## src/rtl/core/lbc_pkg.sv

```systemverilog
// ----------------------------------------------------------------------------
// lbc_pkg: shared definitions for the LRU block cache manager
// Sizes, operation and result codes, the recency cell entry used by the
// cell chain and the controller states used by the top level.
// ----------------------------------------------------------------------------
package lbc_pkg;

  localparam int FRAMES_MAX = 8;
  localparam int BLOCKS_MAX = 1024;
  localparam int FRAME_W    = (FRAMES_MAX > 1) ? $clog2(FRAMES_MAX) : 1;
  localparam int BLK_W      = $clog2(BLOCKS_MAX);
  localparam int COUNT_W    = $clog2(FRAMES_MAX + 1);

  typedef enum logic [1:0] {
    OP_ALLOC = 2'd0,
    OP_READ  = 2'd1,
    OP_WRITE = 2'd2,
    OP_NONE  = 2'd3
  } opcode_t;

  localparam logic [1:0] FILL_NONE = 2'd0;
  localparam logic [1:0] FILL_LOAD = 2'd1;
  localparam logic [1:0] FILL_ZERO = 2'd2;

  localparam logic [1:0] STAT_OK      = 2'd0;
  localparam logic [1:0] STAT_UNALLOC = 2'd1;
  localparam logic [1:0] STAT_FULL    = 2'd2;

  localparam logic REG_BLOCK_LOG2 = 1'b0;
  localparam logic REG_MAX_RES    = 1'b1;

  typedef struct packed {
    logic               valid;
    logic [BLK_W-1:0]   blk;
    logic [FRAME_W-1:0] frame;
    logic               dirty;
  } entry_t;

  typedef enum logic [1:0] {
    S_IDLE,
    S_ALLOC_CHK,
    S_ALLOC_RUN,
    S_ACCESS
  } state_t;

  // Block size exponent, clamped to the supported range.
  function automatic logic [4:0] eff_log2(input logic [4:0] v);
    if (v < 5'd4) begin
      return 5'd4;
    end else if (v > 5'd16) begin
      return 5'd16;
    end
    return v;
  endfunction

  // Resident limit, clamped to one frame up to the whole pool.
  function automatic logic [COUNT_W-1:0] eff_max(input logic [3:0] v);
    if (v == 4'd0) begin
      return COUNT_W'(1);
    end else if (32'(v) > FRAMES_MAX) begin
      return COUNT_W'(FRAMES_MAX);
    end
    return COUNT_W'(v);
  endfunction

endpackage

```

## src/rtl/core/lbc_cell.sv

```systemverilog
// ----------------------------------------------------------------------------
// lbc_cell: one place of the recency list
// Holds one resident block and takes its neighbour's entry when told to shift.
// ----------------------------------------------------------------------------
module lbc_cell (
  input  logic                       clk,
  input  logic                       rst,
  input  logic                       shift,
  input  lbc_pkg::entry_t            prev,
  input  logic [lbc_pkg::BLK_W-1:0]  key,
  output lbc_pkg::entry_t            entry,
  output logic                       match
);
  import lbc_pkg::*;

  always_ff @(posedge clk) begin
    if (rst) begin
      entry.valid <= 1'b0;
    end else if (shift) begin
      entry <= prev;
    end
  end

  assign match = entry.valid && (entry.blk == key);

endmodule

```

## src/rtl/core/lru_block_cache_manager_unit.sv

```systemverilog
// ----------------------------------------------------------------------------
// lru_block_cache_manager_unit: LRU frame manager for a growing block heap
// Tracks heap growth in blocks and keeps the resident blocks in a chain of
// recency cells, most recent in cell 0, reporting write-back and fill work.
// ----------------------------------------------------------------------------
//
//  Channel   Signals                                   Transfer rule
//  --------  ----------------------------------------  ------------------------
//  command   start, busy, opcode, byte_count,          start high, busy low
//            block_index
//  result    done, alloc_offset, frame, hit,           done high for one cycle
//            writeback_valid, writeback_block,
//            fill_action, status
//  config    cfg_wr_en, cfg_index, cfg_data            cfg_wr_en high
//
// An access transaction reads the fresh-block memory on acceptance, then
// searches the cell chain and shifts it in S_ACCESS. An alloc transaction
// checks for room in S_ALLOC_CHK and, if there is room, creates its blocks
// in S_ALLOC_RUN, one block per cycle through the single memory write port.
// An unused opcode answers in the next cycle. Reset clears the counters and
// the chain at once; the fresh-block memory needs no clearing, since only
// entries of created blocks are ever used. The result port cannot be stalled.
module lru_block_cache_manager_unit (
  input  logic                          clk,
  input  logic                          rst,
  input  logic                          start,
  output logic                          busy,
  input  logic [1:0]                    opcode,
  input  logic [19:0]                   byte_count,
  input  logic [lbc_pkg::BLK_W-1:0]     block_index,
  input  logic                          cfg_wr_en,
  input  logic                          cfg_index,
  input  logic [4:0]                    cfg_data,
  output logic                          done,
  output logic [25:0]                   alloc_offset,
  output logic [lbc_pkg::FRAME_W-1:0]   frame,
  output logic                          hit,
  output logic                          writeback_valid,
  output logic [lbc_pkg::BLK_W-1:0]     writeback_block,
  output logic [1:0]                    fill_action,
  output logic [1:0]                    status
);
  import lbc_pkg::*;

  // Configuration registers.
  logic [4:0] log2_reg;
  logic [3:0] max_res_reg;

  // Controller state and the latched transaction.
  state_t             state;
  state_t             state_next;
  opcode_t            op_r;
  logic [19:0]        cnt_r;
  logic [BLK_W-1:0]   idx_r;
  logic [BLK_W-1:0]   endblk_r;
  logic [26:0]        bytes_used;
  logic [BLK_W:0]     blocks_created;
  logic [COUNT_W-1:0] count;

  // Fresh flag per block: set while a block has never been brought into a
  // frame, so that its first use is a zero fill rather than a load.
  logic               fresh_mem [BLOCKS_MAX];
  logic               fresh_q;
  logic               mem_we;
  logic [BLK_W-1:0]   mem_waddr;
  logic               mem_wdata;

  // Recency chain.
  entry_t             cells [FRAMES_MAX];
  entry_t             prev  [FRAMES_MAX];
  logic [FRAMES_MAX-1:0] match;
  logic [FRAMES_MAX-1:0] shift;
  entry_t             front;
  entry_t             hit_entry;
  entry_t             victim;
  logic [COUNT_W-1:0] count_m1;
  logic               hit_any;

  // Datapath terms.
  logic [27:0]        newused;
  logic [26:0]        endblk_w;
  logic               table_full;
  logic               create_more;
  logic               give_frame;
  logic               unalloc;
  logic               is_write;
  logic               accept;

  assign accept = start && !busy;
  assign busy   = (state != S_IDLE);

  for (genvar g = 0; g < FRAMES_MAX; g++) begin : g_chain
    if (g == 0) begin : g_head
      assign prev[g] = front;
    end else begin : g_body
      assign prev[g] = cells[g-1];
    end
    lbc_cell u_cell (
      .clk   (clk),
      .rst   (rst),
      .shift (shift[g]),
      .prev  (prev[g]),
      .key   (idx_r),
      .entry (cells[g]),
      .match (match[g])
    );
  end

  always_comb begin
    hit_entry = '0;
    for (int i = 0; i < FRAMES_MAX; i++) begin
      if (match[i]) begin
        hit_entry = hit_entry | cells[i];
      end
    end
  end

  assign hit_any  = |match;
  assign count_m1 = count - COUNT_W'(1);
  assign victim   = cells[count_m1[FRAME_W-1:0]];
  assign is_write = (op_r == OP_WRITE);

  assign newused     = {1'b0, bytes_used} + {8'b0, cnt_r};
  assign endblk_w    = newused[26:0] >> eff_log2(log2_reg);
  assign table_full  = newused[27] || (endblk_w >= 27'(BLOCKS_MAX));
  assign create_more = (blocks_created <= {1'b0, endblk_r});
  assign give_frame  = (blocks_created < (BLK_W+1)'(eff_max(max_res_reg)))
                       && (count < COUNT_W'(FRAMES_MAX));
  assign unalloc     = ({1'b0, idx_r} >= blocks_created);

  // Next state, chain shifting and memory writes.
  always_comb begin
    state_next = state;
    shift      = '0;
    front      = '0;
    mem_we     = 1'b0;
    mem_waddr  = idx_r;
    mem_wdata  = 1'b0;
    unique case (state)
      S_IDLE: begin
        if (start) begin
          unique case (opcode_t'(opcode))
            OP_ALLOC:          state_next = S_ALLOC_CHK;
            OP_READ, OP_WRITE: state_next = S_ACCESS;
            OP_NONE:           state_next = S_IDLE;
          endcase
        end
      end
      S_ALLOC_CHK: begin
        state_next = table_full ? S_IDLE : S_ALLOC_RUN;
      end
      S_ALLOC_RUN: begin
        if (create_more) begin
          mem_we    = 1'b1;
          mem_waddr = blocks_created[BLK_W-1:0];
          mem_wdata = !give_frame;
          if (give_frame) begin
            // New block goes to the front; the chain grows by one cell.
            front = '{valid: 1'b1, blk: blocks_created[BLK_W-1:0],
                      frame: count[FRAME_W-1:0], dirty: 1'b0};
            for (int i = 0; i < FRAMES_MAX; i++) begin
              shift[i] = (COUNT_W'(i) <= count);
            end
          end
        end else begin
          state_next = S_IDLE;
        end
      end
      S_ACCESS: begin
        state_next = S_IDLE;
        if (!unalloc) begin
          if (hit_any) begin
            // Cells up to the matched one move down by one place.
            front       = hit_entry;
            front.dirty = hit_entry.dirty | is_write;
            for (int i = 0; i < FRAMES_MAX; i++) begin
              for (int j = 0; j < FRAMES_MAX; j++) begin
                if (j >= i && match[j]) begin
                  shift[i] = 1'b1;
                end
              end
            end
          end else if (count != '0) begin
            // The last cell is evicted and its frame handed to the new block.
            front = '{valid: 1'b1, blk: idx_r, frame: victim.frame,
                      dirty: fresh_q | is_write};
            for (int i = 0; i < FRAMES_MAX; i++) begin
              shift[i] = (COUNT_W'(i) < count);
            end
            mem_we    = 1'b1;
            mem_waddr = idx_r;
            mem_wdata = 1'b0;
          end
        end
      end
    endcase
  end

  always_ff @(posedge clk) begin
    if (mem_we) begin
      fresh_mem[mem_waddr] <= mem_wdata;
    end
    if (accept) begin
      fresh_q <= fresh_mem[block_index];
    end
  end

  always_ff @(posedge clk) begin
    if (rst) begin
      state          <= S_IDLE;
      done           <= 1'b0;
      bytes_used     <= '0;
      blocks_created <= '0;
      count          <= '0;
      log2_reg       <= 5'd12;
      max_res_reg    <= 4'd8;
    end else begin
      state <= state_next;
      done  <= 1'b0;
      if (cfg_wr_en) begin
        unique case (cfg_index)
          REG_BLOCK_LOG2: log2_reg    <= cfg_data;
          REG_MAX_RES:    max_res_reg <= cfg_data[3:0];
        endcase
      end
      unique case (state)
        S_IDLE: begin
          if (start) begin
            op_r  <= opcode_t'(opcode);
            cnt_r <= byte_count;
            idx_r <= block_index;
            if (opcode_t'(opcode) == OP_NONE) begin
              done            <= 1'b1;
              alloc_offset    <= '0;
              frame           <= '0;
              hit             <= 1'b0;
              writeback_valid <= 1'b0;
              writeback_block <= '0;
              fill_action     <= FILL_NONE;
              status          <= STAT_OK;
            end
          end
        end
        S_ALLOC_CHK: begin
          alloc_offset    <= bytes_used[25:0];
          frame           <= '0;
          hit             <= 1'b0;
          writeback_valid <= 1'b0;
          writeback_block <= '0;
          fill_action     <= FILL_NONE;
          if (table_full) begin
            done   <= 1'b1;
            status <= STAT_FULL;
          end else begin
            status     <= STAT_OK;
            bytes_used <= newused[26:0];
            endblk_r   <= endblk_w[BLK_W-1:0];
          end
        end
        S_ALLOC_RUN: begin
          if (create_more) begin
            blocks_created <= blocks_created + (BLK_W+1)'(1);
            if (give_frame) begin
              count <= count + COUNT_W'(1);
            end
          end else begin
            done <= 1'b1;
          end
        end
        S_ACCESS: begin
          done            <= 1'b1;
          alloc_offset    <= '0;
          frame           <= '0;
          hit             <= 1'b0;
          writeback_valid <= 1'b0;
          writeback_block <= '0;
          fill_action     <= FILL_NONE;
          status          <= STAT_OK;
          if (unalloc || (!hit_any && count == '0)) begin
            status <= STAT_UNALLOC;
          end else if (hit_any) begin
            frame <= hit_entry.frame;
            hit   <= 1'b1;
          end else begin
            frame           <= victim.frame;
            writeback_valid <= victim.dirty;
            writeback_block <= victim.dirty ? victim.blk : '0;
            fill_action     <= fresh_q ? FILL_ZERO : FILL_LOAD;
          end
        end
      endcase
    end
  end

  // A block may sit in at most one cell of the chain.
  a_match_unique: assert property (@(posedge clk) disable iff (rst) $onehot0(match))
    else $error("block found in more than one recency cell");

  // The chain never holds more entries than there are frames.
  a_count_bound: assert property (@(posedge clk) disable iff (rst)
    count <= COUNT_W'(FRAMES_MAX))
    else $error("recency count beyond the frame pool");

  // A result is only given once the controller is back at rest.
  a_done_idle: assert property (@(posedge clk) disable iff (rst) done |-> !busy)
    else $error("result strobe while a transaction is still running");

  // A hit never asks for a fill or a write-back.
  a_hit_quiet: assert property (@(posedge clk) disable iff (rst)
    (done && hit) |-> (fill_action == FILL_NONE && !writeback_valid))
    else $error("hit reported together with fill or write-back");

endmodule

```

## config.mk

```make
export PLATFORM = sky130hd
export DESIGN_NAME = lru_block_cache_manager_unit
export DESIGN_NICKNAME = d
export VERILOG_FILES = /design/src/rtl/core/lbc_pkg.sv /design/src/rtl/core/lbc_cell.sv /design/src/rtl/core/lru_block_cache_manager_unit.sv
export SDC_FILE = /design/constraint.sdc
export NUM_CORES = 2
export LEC_CHECK = 0
export BUFFER_PORTS_ARGS = -buffer_cell sky130_fd_sc_hd__buf_2
export CORE_ASPECT_RATIO = 0.8
export CORE_MARGIN = 4
export CORE_UTILIZATION = 46
export DETAILED_ROUTE_END_ITERATION = 10
export SLEW_MARGIN = 40
export SYNTH_ARGS = -nofsm -noshare
export SYNTH_HDL_FRONTEND = slang
export SYNTH_SLANG_ARGS = --single-unit
export TNS_END_PERCENT = 30
```

## constraint.sdc

```tcl
create_clock -name clk -period 43.3 [get_ports clk]
set_input_delay 4.33 -clock clk [delete_from_list [all_inputs] [get_ports clk]]
set_output_delay 4.33 -clock clk [all_outputs]
set_load 0.01 [all_outputs]
```

# --- Word level (Yosys, flattened, before mapping) ---
# Memory sizes are Yosys's and may differ from the RTL's. A register that Yosys moved wholly into a read port is not among the register bits.
# Cells that the tools add are included.
# W data, S select, Z words.
op_classes:
  n_eq_ne: 18
  bitwise: 13
  add_sub_neg: 4
  reduce_logical: 42
  muxes: 121
  shift: 1
  n_lt_le_gt_ge: 25
ops:
  columns: ["operator", "count"]
  rows:
  - ["$mux W15", 13]
  - ["$or A15 B15 Y15", 7]
  - ["$eq A10 B10 Y1", 8]
  - ["$pmux W26 S3", 1]
  - ["$mux W10", 7]
  - ["$mux W1", 59]
  - ["$mux W26", 2]
  - ["$bmux W15 S3", 1]
  - ["$mux W8", 5]
  - ["$pmux W10 S3", 1]
  - ["$pmux W15 S2", 1]
  - ["$add A27 B20 Y28", 1]
  - ["$mux W14", 2]
  - ["$ge A27 B11 Y1 const B", 1]
  - ["$shr A27 B5 Y27", 1]
  - ["$reduce_and A2 Y1", 13]
  - ["$mux W2", 9]
  - ["$pmux W2 S3", 3]
  - ["$le A3 B4 Y1 const A", 4]
  - ["$lt A3 B4 Y1 const A", 4]
  - ["$pmux W8 S2", 1]
  - ["$mux W5", 3]
  - ["$mux W3", 4]
  - ["$mux W4", 3]
  - ["other kinds (38)", 70]
word_totals:
  word_cells: 275
  n_memories: 1
  regBits: 261
  mem_bits_rw: 1024
  output_inout_bits: 47
  input_bits: 42
memory_table:
  columns: ["name", "words", "width", "read_ports", "rd_ports_with_merged_regs", "wr", "line_no", "rtl"]
  rows:
  - ["fresh_mem", 1024, 1, 1, 1, 1, "lru_block_cache_manager_unit.sv:62", "logic fresh_mem [BLOCKS_MAX];"]

# --- Depth between registers and ports, before layout ---
logic_depth:
  ltp_word: 21
  mapped_depth: 18
  ltp_nobuf: 14

# --- Hierarchy ---
# From an unflattened synthesis, not the netlist that was laid out.
hier_totals:
  hier_cells: 4322
  area_unflattened_um2: 60788.3
modules_own_cells:
  columns: ["module", "area_each_um2", "seq_area_each_um2", "instances", "cells_each"]
  rows:
  - ["lru_block_cache_manager_unit", 56183.9, 34473.1, 1, 4066]
  - ["lbc_cell", 575.6, 440.4, 8, 32]

# --- Least setup slack after synthesis ---
# No wires, ideal clock.
synth_timing:
  path_type: "register -> register"
  start: "reg blocks_created[1]"
  end: "mem fresh_mem[0], data pin"
  stages_incl_launch_ff: 14
  setup_time_ns: 4.966
  path_buffers: 3
  synth_period_minus_slack_ns: 31.023
  arrival_time_ns: 26.057
  required_time_ns: 38.334
  slack_ns: 12.277
  path_cell_list: "dfxtp_1 > ha_1 > nor2b_1 > o21a_1 > o21a_1 > o21a_1 > o21a_1 > o211ai_1 > a21oi_1 > or2_1 > clkbuf_1 > clkbuf_1 > clkbuf_1 > nor2_1"
synth_between:
  elab_chain_len: 5
  elab_cells_between_ends: 6
  classes_between: "order compare: 2; mux: 2; reduce/logical: 2"
synth_lines:
  columns: ["item", "line_no", "rtl"]
  rows:
  - ["from (decl)", "lru_block_cache_manager_unit.sv:57", "logic [BLK_W:0] blocks_created;"]
  - ["from (signal assigned)", "lru_block_cache_manager_unit.sv:262", "blocks_created <= blocks_created + (BLK_W+1)'(1);"]
  - ["$lt A11 B4 Y1", "lru_block_cache_manager_unit.sv:127", "assign give_frame = (blocks_created < (BLK_W+1)'(eff_max(max_res_reg)))"]
  - ["$logic_and A1 B1 Y1", "lru_block_cache_manager_unit.sv:128", "&& (count < COUNT_W'(FRAMES_MAX));"]
  - ["$logic_not A1 Y1", "lru_block_cache_manager_unit.sv:156", "mem_wdata = !give_frame;"]
  - ["$mux W1 *", "lru_block_cache_manager_unit.sv:153", "if (create_more) begin"]
  - ["$mux W1 *", null, null]
  - ["net mem_wdata", "lru_block_cache_manager_unit.sv:66", "logic mem_wdata;"]
  - ["to (decl)", "lru_block_cache_manager_unit.sv:62", null]
# Mark *: on every way through the listed nets, which the timed path passes. The rest lies on a longest branch.

==> out/metrics.yaml <==
die_w_um: 409
clkTransAtPathRegs_ps: 60
drive_gt1_share_pct: 20.2
dieArea_sq_um: 135000
overflow: 0
largest_reg_flops: 1024
routabilityCongestion: 0.894
syn2layout_area_growth_pct: 11.3
cts.repair.resized: 0
final_cells: 6027
vias: 36800
startpoint_type: "input pin"
hold_path_class: "flip-flop to flip-flop"
rr_startpoint: "idx_r[2]"
yosys_warnings: 0
cts_setup_buffers: 0
cp_data_required_time_ps: 43810
layout_commonest_cell: "edfxtp_1"
synth_edf_count: 1224
ys_ff_latch: 1286
ctsHoldBuffers: 0
grt_pass1_wl_um: 240000
dp_hpwl_um: 89700
synthFlopType: "edfxtp_1"
crit_arrival_ps: 8990
tns_ps: 0
cts_buffers: 131
max-vdd-ir-drop_mv: 0.0417
largest-register: "fresh_mem"
ctsLongestPathBuffers: 3
coreArea_sq_um: 128000
finalSetupViolCount: 0
synthSimpleGateAreaFrac_pct: 10.9
holdPathEnd: "max_res_reg[0]"
antenna_found_initial: 5
fp.dieH_um: 329
cts_tree: "done"
synth_xor_area_share_pct: 1.67
dr.pass1.iters: 6
r2r_end: "fresh_mem[423]"
p_leak_nw: 21.0
clk-insertion-delay-late_ps: 770
synth_fa_ha_area_share_pct: 1.05
htreeDepth: 4
finClkSkew_ps: 25.4
async_flop_share_pct: 0
synth_top_family_by_area: "multiplexers"
critPathCaptureType: "flip-flop"
ant_nets: 0
diodes: 0
maxCapViolations: 0
routedWlPerCell_um: 26.9
final_cell_mix: "edfxtp_1 (1,224), nor2_1 (1,056), mux4_2 (369)"
dp.cells: 5789
initial_core_util_pct: 46.4
worstMarginPinSlew_ps: 835
slew_viol_final: 0
grt_usage_pct: 24.0
synth_fp_nets: 4333
post-route-period-util_pct: 19.6
synth_compound_area_share_pct: 5.04
drt-initial-drc-count: 4578
rows: 117
wirelength_um: 162000
holdWs_ps: 472
io_buffers: 88
remaining_drc_errors: 0
holdPathStages: 2
relSlewSlack_pct: 43.9
ys_seq_area_share_pct: 64.1
top_regs: "fresh_mem (1024), g_chain.u_cell.entry (120), bytes_used (27)"
rsz0062_at_grt: "false"
cts_root_buf: "clkbuf_16"
p_per_area_nw_per_um2: 40.7
cp_max_fo: 59
holdCritStartpoint: "max_res_reg[0]"
ioPinCount: 89
finalHoldViolCount: 0
synth.area.mux_share_pct: 14.5
grt_max_degree: 133
path_class: "input pin to flip-flop"
netlist_area_sq_um: 59300
period_needed_ps: 8480
viasPerCell: 6.10
grt_pass1_vias: 35600
synth_cells: 4242
avgSynthCellArea_sq_um: 14.0
status: "finished, final reports clean"
nNetsFinal: 4290
r2r_cells: 15
total_power_mw: 2.68
clock_sinks: 1286
max_freq_mhz: 118
synth_cell_types: 92
r2r_slack_ps: 37260
## power breakdown
group,switching (mW),internal [mW],leakage [nW]
Sequential,0.00567,1.36,12.3
Clock,0.482,0.630,2.00
Combinational,0.132,0.0759,6.69
## worst max-delay path: stages
cell and delay (ps):
buf_8 340, buf_12 340, buf_16 350, buf_6 650
mux4_2 600, mux4_2 560, mux4_2 540, mux4_2 550
mux4_2 490
## stage by stage
step           instance area, sq um  setup WS [ps]  utilization, %
4_1_cts                       65900          34420            51.6
6_report                      66000          34820            51.7
3_5_place_dp                  61800          33600            48.4
2_1_floorplan                 59300          12280               -
5_1_grt                       66000          34570            51.7
3_3_place_gp                  61400          33570            48.1
## synth_stat cells, drive strengths merged, types with 24 or more instances
master | count | area [sq um]
nand2 | 179 | 674
ha | 48 | 601
nand4 | 33 | 206
clkbuf | 301 | 1130
nand3 | 74 | 370
dfxtp | 62 | 1240
and3 | 34 | 213
xnor2 | 100 | 883
nor3 | 91 | 455
edfxtp | 1224 | 36800
mux4 | 369 | 8310
nor2 | 1067 | 4010
a22oi | 33 | 248
a21oi | 107 | 581
o211ai | 24 | 195
inv | 42 | 158
buf | 75 | 357
o21ai | 84 | 428
mux2i | 30 | 300
## cell families (layout without fill, tap and decap cells)
logic type               after synthesis  after routing
flip-flops                          1286           1286
adder cells (fa/ha/maj)               49             49
buffers and inverters                420            480
AND/OR/NAND/NOR                     1553           1553
AO/OA/AOI/OAI                        423            423
XOR/XNOR                             112            112
multiplexers                         399            399
## worst max-delay path by stage
stage                      startpoint            to  slack (ps)  cells after the start
floorplan           blocks_created[1]  fresh_mem[0]       12280                     13
global placement       block_index[0]       fresh_q       33570                      8
detailed placement     block_index[0]       fresh_q       33600                      8
CTS                    block_index[0]       fresh_q       34420                      8
global route           block_index[0]       fresh_q       34570                      9
finish                 block_index[0]       fresh_q       34820                      9
## per-layer routing
layer | wire length, um | share of wire (%) | GRT usage (%)
met1 | 69400 | 43 | 35.4
met4 | 4320 | 2.7 | 6.92
met5 | 27 | 0.017 | 0
met3 | 16200 | 10 | 5.64
met2 | 72200 | 45 | 35.9
## layout make-up
type,count,area (sq um)
Fill cell,10800,61700
Clock inverter,68,629
Clock buffer,168,3480
Tap cell,1725,2160
Sequential cell,1286,38000
Timing Repair Buffer,200,1520
Inverter,44,165
Multi-Input combinational cell,2536,20000
(Power assumes the default switching activity.)
